**src/rtl/dtt_pkg.sv**
```systemverilog
// ----------------------------------------------------------------------------
// dtt_pkg
// Shared types and constants of the DIV/TIMA timer: item layouts, request
// and register codes, and the tap selection of the edge-detected counter bit.
// ----------------------------------------------------------------------------
package dtt_pkg;

  localparam int DTT_COUNTER_BITS = 16;

  // Request kinds.
  localparam logic [1:0] REQ_TICK  = 2'd0;
  localparam logic [1:0] REQ_WRITE = 2'd1;
  localparam logic [1:0] REQ_READ  = 2'd2;

  // Register addresses.
  localparam logic [1:0] REG_DIV  = 2'd0;
  localparam logic [1:0] REG_TIMA = 2'd1;
  localparam logic [1:0] REG_TMA  = 2'd2;
  localparam logic [1:0] REG_TAC  = 2'd3;

  localparam int         TAC_ENABLE_BIT = 2;
  localparam logic [2:0] OVERFLOW_TICKS = 3'd4;
  localparam logic [2:0] DLY_LAST       = 3'd1;

  // Counter bit watched for each TAC clock select.
  localparam logic [3:0] TAP_BIT [4] = '{4'd9, 4'd3, 4'd5, 4'd7};

  typedef struct packed {
    logic [1:0] req_type;
    logic [1:0] reg_select;
    logic [7:0] write_data;
  } dtt_in_t;

  typedef struct packed {
    logic [7:0] read_data;
    logic       timer_irq;
  } dtt_out_t;

  // Level of the signal whose falling edge advances TIMA.
  function automatic logic tap_level(input logic [7:0] tac, input logic [15:0] cnt);
    logic [3:0] idx;
    idx = TAP_BIT[tac[1:0]];
    return tac[TAC_ENABLE_BIT] & cnt[idx];
  endfunction

endpackage

```
**src/rtl/div_tima_timer_with_edge_detect.sv**
```systemverilog
// ----------------------------------------------------------------------------
// div_tima_timer_with_edge_detect
// DIV/TIMA/TMA/TAC timer with an input register, the single-pass update and
// a result register.
//
//   Channel  Ports                           Dir  Item
//   in       in_valid, in_stall, in_data     in   tick, register write or read
//   out      out_valid, out_stall, out_data  out  read byte and interrupt flag
//
// One item is accepted per cycle while the input channel is not stalled; its
// result passes from the input register through the update into the result
// register. The update is combinational between the input and result registers.
// Reset clears the timer registers and both valid flags.
// A stalled result holds the input register, and the input channel stalls
// only while both registers are full and the result is stalled.
// ----------------------------------------------------------------------------
module div_tima_timer_with_edge_detect
  import dtt_pkg::*;
#(
  parameter int COUNTER_BITS = DTT_COUNTER_BITS
) (
  input  logic     clk,
  input  logic     rst_n,
  input  logic     in_valid,
  output logic     in_stall,
  input  dtt_in_t  in_data,
  output logic     out_valid,
  input  logic     out_stall,
  output dtt_out_t out_data
);

  logic     in_vld_r, out_vld_r;
  dtt_in_t  in_item_r;
  dtt_out_t out_item_r;
  dtt_out_t core_result;
  logic     advance, accept;

  assign advance  = in_vld_r & (~out_vld_r | ~out_stall);
  assign in_stall = in_vld_r & ~advance;
  assign accept   = in_valid & ~in_stall;

  dtt_core #(
    .COUNTER_BITS(COUNTER_BITS)
  ) u_core (
    .clk    (clk),
    .rst_n  (rst_n),
    .fire   (advance),
    .item   (in_item_r),
    .result (core_result)
  );

  always_ff @(posedge clk) begin
    if (!rst_n) begin
      in_vld_r  <= 1'b0;
      out_vld_r <= 1'b0;
    end else begin
      if (accept) begin
        in_vld_r <= 1'b1;
      end else if (advance) begin
        in_vld_r <= 1'b0;
      end
      if (advance) begin
        out_vld_r <= 1'b1;
      end else if (!out_stall) begin
        out_vld_r <= 1'b0;
      end
    end
  end

  always_ff @(posedge clk) begin
    if (accept) begin
      in_item_r <= in_data;
    end
    if (advance) begin
      out_item_r <= core_result;
    end
  end

  assign out_valid = out_vld_r;
  assign out_data  = out_item_r;

endmodule

```
**src/rtl/dtt_core.sv**
```systemverilog
// ----------------------------------------------------------------------------
// dtt_core
// Timer registers and the single-pass update applied to one item: tick,
// register write or register read, with falling-edge detection on the tap.
// ----------------------------------------------------------------------------
module dtt_core
  import dtt_pkg::*;
#(
  parameter int COUNTER_BITS = DTT_COUNTER_BITS
) (
  input  logic     clk,
  input  logic     rst_n,
  input  logic     fire,
  input  dtt_in_t  item,
  output dtt_out_t result
);

  logic [COUNTER_BITS-1:0] cnt_r, cnt_nxt, cnt_inc;
  logic [7:0]              tima_r, tima_nxt;
  logic [7:0]              tma_r, tma_nxt;
  logic [7:0]              tac_r, tac_nxt;
  logic [2:0]              dly_r, dly_nxt;
  logic [15:0]             cnt_ext;
  logic [7:0]              tima_inc;
  logic                    lvl_old, lvl_tick, lvl_tac, bump;

  assign cnt_inc  = cnt_r + COUNTER_BITS'(1);
  assign cnt_ext  = 16'(cnt_r);
  assign lvl_old  = tap_level(tac_r, cnt_ext);
  assign lvl_tick = tap_level(tac_r, 16'(cnt_inc));
  assign lvl_tac  = tap_level(item.write_data, cnt_ext);

  always_comb begin
    cnt_nxt  = cnt_r;
    tima_nxt = tima_r;
    tma_nxt  = tma_r;
    tac_nxt  = tac_r;
    dly_nxt  = dly_r;
    bump     = 1'b0;
    result   = '0;
    case (item.req_type)
      REQ_TICK: begin
        // The pending reload is handled before the counter moves.
        if (dly_r == DLY_LAST) begin
          dly_nxt          = '0;
          tima_nxt         = tma_r;
          result.timer_irq = 1'b1;
        end else if (dly_r > DLY_LAST) begin
          dly_nxt = dly_r - 3'd1;
        end
        cnt_nxt = cnt_inc;
        bump    = lvl_old & ~lvl_tick;
      end
      REQ_WRITE: begin
        case (item.reg_select)
          REG_DIV: begin
            bump    = lvl_old;
            cnt_nxt = '0;
          end
          REG_TIMA: begin
            tima_nxt = item.write_data;
            if (dly_r == OVERFLOW_TICKS) begin
              dly_nxt = '0;
            end
          end
          REG_TMA: begin
            tma_nxt = item.write_data;
          end
          default: begin
            tac_nxt = item.write_data;
            bump    = lvl_old & ~lvl_tac;
          end
        endcase
      end
      REQ_READ: begin
        case (item.reg_select)
          REG_DIV:  result.read_data = cnt_ext[15:8];
          REG_TIMA: result.read_data = tima_r;
          REG_TMA:  result.read_data = tma_r;
          default:  result.read_data = tac_r;
        endcase
      end
      default: begin
      end
    endcase
    // A falling edge increments TIMA; wrapping to zero starts the reload delay.
    tima_inc = tima_nxt + 8'd1;
    if (bump) begin
      tima_nxt = tima_inc;
      if (tima_inc == 8'd0) begin
        dly_nxt = OVERFLOW_TICKS;
      end
    end
  end

  always_ff @(posedge clk) begin
    if (!rst_n) begin
      cnt_r  <= '0;
      tima_r <= '0;
      tma_r  <= '0;
      tac_r  <= '0;
      dly_r  <= '0;
    end else if (fire) begin
      cnt_r  <= cnt_nxt;
      tima_r <= tima_nxt;
      tma_r  <= tma_nxt;
      tac_r  <= tac_nxt;
      dly_r  <= dly_nxt;
    end
  end

`ifndef SYNTH
  a_dly_range: assert property (@(posedge clk) disable iff (!rst_n)
    dly_r <= OVERFLOW_TICKS)
    else $error("reload delay out of range");

  a_irq_on_tick: assert property (@(posedge clk) disable iff (!rst_n)
    fire && result.timer_irq |-> item.req_type == REQ_TICK && dly_r == DLY_LAST)
    else $error("interrupt outside a final countdown tick");

  a_irq_clears_dly: assert property (@(posedge clk) disable iff (!rst_n)
    fire && result.timer_irq |=> dly_r == '0 || dly_r == OVERFLOW_TICKS)
    else $error("reload delay not finished after interrupt");

  a_read_zero: assert property (@(posedge clk) disable iff (!rst_n)
    fire && item.req_type != REQ_READ |-> result.read_data == 8'd0)
    else $error("read data on a non-read item");
`endif

endmodule
```
**config.mk**
```make
export PLATFORM = sky130hd
export DESIGN_NAME = div_tima_timer_with_edge_detect
export DESIGN_NICKNAME = d
export VERILOG_FILES = /design/src/rtl/dtt_pkg.sv /design/src/rtl/div_tima_timer_with_edge_detect.sv /design/src/rtl/dtt_core.sv
export SDC_FILE = /design/constraint.sdc
export NUM_CORES = 1
export LEC_CHECK = 0
export ABC_AREA = 1
export BUFFER_PORTS_ARGS = -buffer_cell sky130_fd_sc_hd__buf_2
export CORE_ASPECT_RATIO = 0.7
export CORE_MARGIN = 4
export CORE_UTILIZATION = 30
export DETAILED_ROUTE_END_ITERATION = 10
export PLACE_DENSITY = 0.54
export SETUP_SLACK_MARGIN = 0.3
export SLEW_MARGIN = 5
export SYNTH_ARGS = -nofsm -noshare
export SYNTH_HDL_FRONTEND = slang
export SYNTH_SLANG_ARGS = --single-unit
```
**constraint.sdc**
```tcl
create_clock -name clk -period 2.02 [get_ports clk]
set_input_delay 0.303 -clock clk [delete_from_list [all_inputs] [get_ports clk]]
set_output_delay 0.303 -clock clk [all_outputs]
set_load 0.05 [all_outputs]
```
### Yosys cells after proc, flatten, opt, wreduce, memory -nomap -nowiden

Cells that the tools add are included.

* output and inout port bits: 11
* word-level logic and storage cells: 89
* input bits: 16
* flip-flop bits (word level): 66

* order comparisons: 5
* equality and inequality tests: 8
* muxes and demuxes: 33
* bitwise gates (word level): 18
* reductions and logical operators: 10
* $add $sub $neg: 3

Operators by type and width (count)
* $pmux W16 S2: 1
* $mux W8: 3
* $pmux W8 S3: 1
* $mux W3: 6
* $add A16 B1 Y16 const B: 1
* $bmux W4 S2: 2
* $mux W16: 1
* $mux W4: 4
* $pmux W8 S2: 1
* $bmux W1 S4: 3
* $lt A4 B5 Y1 const B: 2
* $reduce_and A3 Y1: 3
* $add A8 B1 Y8 const B: 1
* $and A1 B1 Y1: 8
* $logic_not A8 Y1: 1
* $mux W1: 8
* $not A1 Y1: 7
* $ge A3 B3 Y1 const B: 2
* $not A2 Y3: 2
* $pmux W3 S2: 1
* $eq A2 B1 Y1 const B: 2
* $eq A2 B2 Y1 const B: 2
* $logic_not A2 Y1: 2
* $ne A2 B1 Y1 const B: 2
* 9 further kinds: 11

### Logic depth before layout (Yosys ltp)

* depth in word-level cells: 12
* depth in mapped cells: 18
* mapped depth without buffers: 18

### Hierarchy

Synthesis repeated with hierarchy kept, for this count alone.

* cell total of the unflattened synthesis: 487
* area, all modules: 3667.3 µm²

Modules (own cells, without submodules)
* dtt_core: cells each 453, instances 1, seq. area each 860.8 µm², area each 2941.6 µm²
* div_tima_timer_with_edge_detect: cells each 34, instances 1, seq. area each 670.6 µm², area each 725.7 µm²

### Worst setup path after synthesis

OpenSTA, ideal clock, no wires.

* path kind: register to register
* from: reg out_vld_r (netlist: out_valid)
* to: reg in_item_r[0] (netlist name), enable pin
* period minus slack after synthesis: 2154 ps
* setup time: 294 ps
* data required time: 1726 ps
* cell stages (with the launch flop): 6
* setup slack: -134 ps
* data arrival time: 1860 ps
* buffers on the path: 0
* cell sequence: dfxtp_1 nand2_1 nor2_1 inv_1 nand2_1 inv_1

* cells in the longest elaborated chain, start to end: 7

RTL lines
* start, declared: RTL line div_tima_timer_with_edge_detect.sv:32 `logic in_vld_r, out_vld_r;`
* start signal, assigned: RTL line div_tima_timer_with_edge_detect.sv:55 `out_vld_r <= 1'b0;`
* start signal, assigned: RTL line div_tima_timer_with_edge_detect.sv:63 `out_vld_r <= 1'b1;`
* start signal, assigned: RTL line div_tima_timer_with_edge_detect.sv:65 `out_vld_r <= 1'b0;`
* $not A1 Y1: RTL line div_tima_timer_with_edge_detect.sv:38 `assign advance = in_vld_r & (~out_vld_r | ~out_stall);`
* $or A1 B1 Y1: RTL line div_tima_timer_with_edge_detect.sv:38
* $and A1 B1 Y1: RTL line div_tima_timer_with_edge_detect.sv:38
* $not A1 Y1: RTL line div_tima_timer_with_edge_detect.sv:39 `assign in_stall = in_vld_r & ~advance;`
* $and A1 B1 Y1: RTL line div_tima_timer_with_edge_detect.sv:39
* net in_stall: RTL line div_tima_timer_with_edge_detect.sv:25 `output logic in_stall,`
* $not A1 Y1: RTL line div_tima_timer_with_edge_detect.sv:40 `assign accept = in_valid & ~in_stall;`
* $and A1 B1 Y1: RTL line div_tima_timer_with_edge_detect.sv:40
* net accept: RTL line div_tima_timer_with_edge_detect.sv:36 `logic advance, accept;`
* end signal, assigned: RTL line div_tima_timer_with_edge_detect.sv:72 `in_item_r <= in_data;`
* end, declared: RTL line div_tima_timer_with_edge_detect.sv:33 `dtt_in_t in_item_r;`

The timed path passes the listed nets, and every way through them passes these cells.
A chain may end at the register's enable or synchronous reset.

### Worst setup path in the final report

* from: reg in_item_r[11] (netlist name)
* to: reg u_core.tac_r[7]

* cells in the longest elaborated chain, start to end: 2

RTL lines
* $eq A2 B1 Y1: RTL line dtt_core.sv:41 `case (item.req_type)`
* $reduce_and A3 Y1 (no line)
* end signal, assigned: RTL line dtt_core.sv:107 `tac_r <= tac_nxt;`
* end, declared: RTL line dtt_core.sv:21 `logic [7:0] tac_r, tac_nxt;`

No other way between the ends.

==> summary.txt <==
Synth
  • Mapped Area: 3750 um^2
  • Synth unique cells: between 40 and 50
  • Ys flop type: dfxtp_1
  • Yosys warning count: 0
  • Post-synth EDFFs: 21
  • Post-synth top area share: 0.240
  • Yosys top cell by area: dfxtp_1
  • Post-Syn Nets: 531
  • FFs w/ async S/R, synth: 0
  • Avg Cell Area, Syn: 7.37 um^2
  • Largest cells by area after synthesis: dfxtp_1 (24%), edfxtp_1 (17%), nand2_1 (12%), inv_1 (6.2%), a21oi_1 (5.9%)
  • Seq cells post-synth: 66
  • Mapped Cells: 509
  • Post-synthesis sequential area ratio: 0.408

Worst hold path
  • Hold Startpoint: in_data[5]
  • Hold Path Class: in2reg
  • Hold EP: in_item_r[5]
  • Hold path cells: 1

Placement
  • Port Buffers: 26
  • DP Wirelength: 9020 um
  • Post-placement cell area: about 4500 um^2
  • Post-Place Cells: approximately 750
  • Final GP Congestion: 0.941

Run status
  • Violated checks: negative setup slack
  • Status: complete, but fails checks

Clock tree
  • Clock transition at path regs: 0.06 ns
  • CTS Buf Count: 9
  • Clk Latency, worst-skew pair: around 0.34 ns
  • CTS root buf: clkbuf_16
  • Clock sink count: 66
  • Clock Path Buffers: 2
  • H-tree levels: 3
  • CTS tree: done

Layout
  • Most frequent cells in the layout: nand2_1 (105), buf_4 (80), inv_1 (52), dfxtp_1 (39), a21oi_1 (38)
  • Design area: roughly 5500 um^2
  • Fin cells: 793
  • Most common cell after layout, fill and taps aside: nand2_1
  • Final net count: 653
  • Antenna diodes: 0
  • Fillers: approximately 1200
  • Layout cells sized above 1: 0.418
  • Layout area overhead: 45.7%

Critical path
  • Reg2reg start: in_item_r[11]
  • R2r setup slk: -0.06 ns
  • Crit path required time: 2.29 ns
  • Crit Reg-Reg Endpoint: u_core.tac_r[7]
  • R2R depth: 14
  • CP Max Fanout: 7
  • CP Capture Type: flip-flop
  • Critical Setup Path Class: reg2reg
  • Arr. time, crit path: 2.36 ns
  • CP Launch Type: flip-flop

Timing
  • Final-report max-slew violation count: 0
  • Worst slew margin: 0.707
  • Slew at the pin closest to its max-slew limit: 0.438 ns
  • Hold Fails Final Rpt: 0
  • Minimum clock period: 2.08 ns
  • Setup violators final: 13
  • Fin Clk Skew: just under 0.009 ns
  • FMAX: 0.480 GHz
  • Final worst slack: -0.0630 ns
  • Final worst path period share: 1.03
  • RSZ-0062 raised after global routing: yes

Route
  • Via Count: around 3900
  • First-pass detailed-route iteration total: 5
  • DRC viols: 0
  • WL per Instance: 15.3 um
  • Via density: 4.91
  • Initial DRC count: between 400 and 500
  • Final wirelength: approximately 12000 um
  • DRT antenna net count: 0

Power
  • Design Power: around 3.6 mW
  • Leak: about 2.3 nW
  • PwrDens: 651 nW/um^2
  • VDD IR max: about 0.4 mV

Die
  • Number of cell rows: 33
  • IO Count: 27
  • Initial Util: 0.313
  • Core region area: 12000 um^2
  • Chip Width: 142 um
  • Die height: 102 um
  • Die Area: 14400 um^2

Global routing
  • Largest net degree at the start of global routing: 20
  • Grt ovf: 0
  • All-Layer GR Usage: 0.173
  • Vias in the first global route: 3636
  • First-pass GRT wire length: slightly below 20000 um
  • Initial antenna violation count: 0

Job
  • Max-Cap Viols: 0
flip-flops by register name (all words and copies together) (netlist names):
register        cells
u_core.cnt_ext     16
in_item_r          12
out_data            9
u_core.tac_r        8
u_core.tima_r       8
u_core.tma_r        8
u_core.dly_r        3
in_vld_r            1
out_valid           1
layer usage:
metal	global-route usage	vias up	wire (um)
met4	0.0354	0	112
met2	0.237	155	4870
met1	0.271	1788	6150
li1	-	1936	-
met5	0	-	0
met3	0.0434	11	1020
kinds of logic (layout without fill, tap and decap cells):
family,after synthesis,in the layout,share of synthesized area
buf+inv,84,211,0.0951
flops,66,66,0.408
simple gates,245,245,0.312
compound gates,105,105,0.157
xor+xnor,3,3,0.00701
fa+ha+maj,6,6,0.0200
worst max-delay path, cell delays in order (launching register included):
cell and delay [ns]:
edfxtp_1 0.50, buf_6 0.17, nor2_4 0.12, buf_6 0.14, buf_6 0.09, buf_6 0.08
buf_6 0.11, inv_6 0.04, nor2_4 0.16, inv_4 0.07, nor2_4 0.13, buf_6 0.14
buf_4 0.11, o21ai_1 0.05, a21oi_1 0.11
worst max path at each step:
| stage | start | to | slack [ns] | cells after the start |
|---|---|---|---|---|
| 2_1_floorplan | in_item_r[9] | u_core.dly_r[1] | 0.14 | 15 |
| 3_3_place_gp | in_item_r[11] | u_core.dly_r[0] | -0.03 | 14 |
| 3_5_place_dp | u_core.dly_r[0] | u_core.dly_r[0] | -0.06 | 17 |
| 4_1_cts | u_core.dly_r[1] | u_core.dly_r[0] | -0.01 | 18 |
| 5_1_grt | in_item_r[11] | u_core.cnt_ext[15] | -0.18 | 11 |
| 6_report | in_item_r[11] | u_core.tac_r[7] | -0.06 | 14 |
power breakdown:
part           switching, mW  internal [mW]  total, mW
clock                  0.607          0.988       1.59
combinational          0.312          0.213      0.526
sequential            0.0304           1.41       1.44
through the flow:
step	hold WS, ns	TNS [ns]	setup slack (ns)	util
6_report	0.134	-0.308	-0.0630	0.456
5_1_grt	0.123	-2.65	-0.178	0.456
4_1_cts	0.123	-0.0200	-0.0116	0.428
3_5_place_dp	0.478	-0.157	-0.0615	0.378
3_3_place_gp	0.469	-0.0515	-0.0287	0.378
2_1_floorplan	0.402	0	0.135	-
layout make-up:
class | count | area, um^2 | share of cell area
Multi-Input combinational cell | 359 | 2190 | 0.401
Sequential cell | 66 | 1540 | 0.282
Timing Repair Buffer | 125 | 945 | 0.173
Inverter | 70 | 284 | 0.0520
Clock buffer | 10 | 239 | 0.0437
Tap cell | 157 | 196 | 0.0359
Clock inverter | 6 | 66.3 | 0.0121
cells in the mapped netlist, types with 2 or more instances:
cell,instances
o22ai_1,2
a21oi_1,44
o2111ai_1,5
ha_1,6
o21ai_0,38
dfxtp_1,45
nand4_1,8
a21oi_2,2
or2_2,2
nand3_1,38
nand2_1,122
o21ai_2,2
xor2_1,2
o21ai_1,2
edfxtp_1,21
nand3_2,8
buf_6,4
nor2_1,36
inv_2,6
nor2_4,6
clkbuf_1,4
nor2_2,8
buf_2,3
o211ai_1,4
nand2_2,10
o221ai_1,3
inv_1,62
timing repair:
| item | CTS | global route |
|---|---|---|
| pin swaps | 28 | 33 |
| setup endpoints to repair | 31 | 43 |
| resized for setup | 49 | 88 |
| hold buffers | 0 | 0 |
| buffers inserted | 17 | 12 |
| cloned | 2 | 1 |
(Power assumes the default switching activity.)
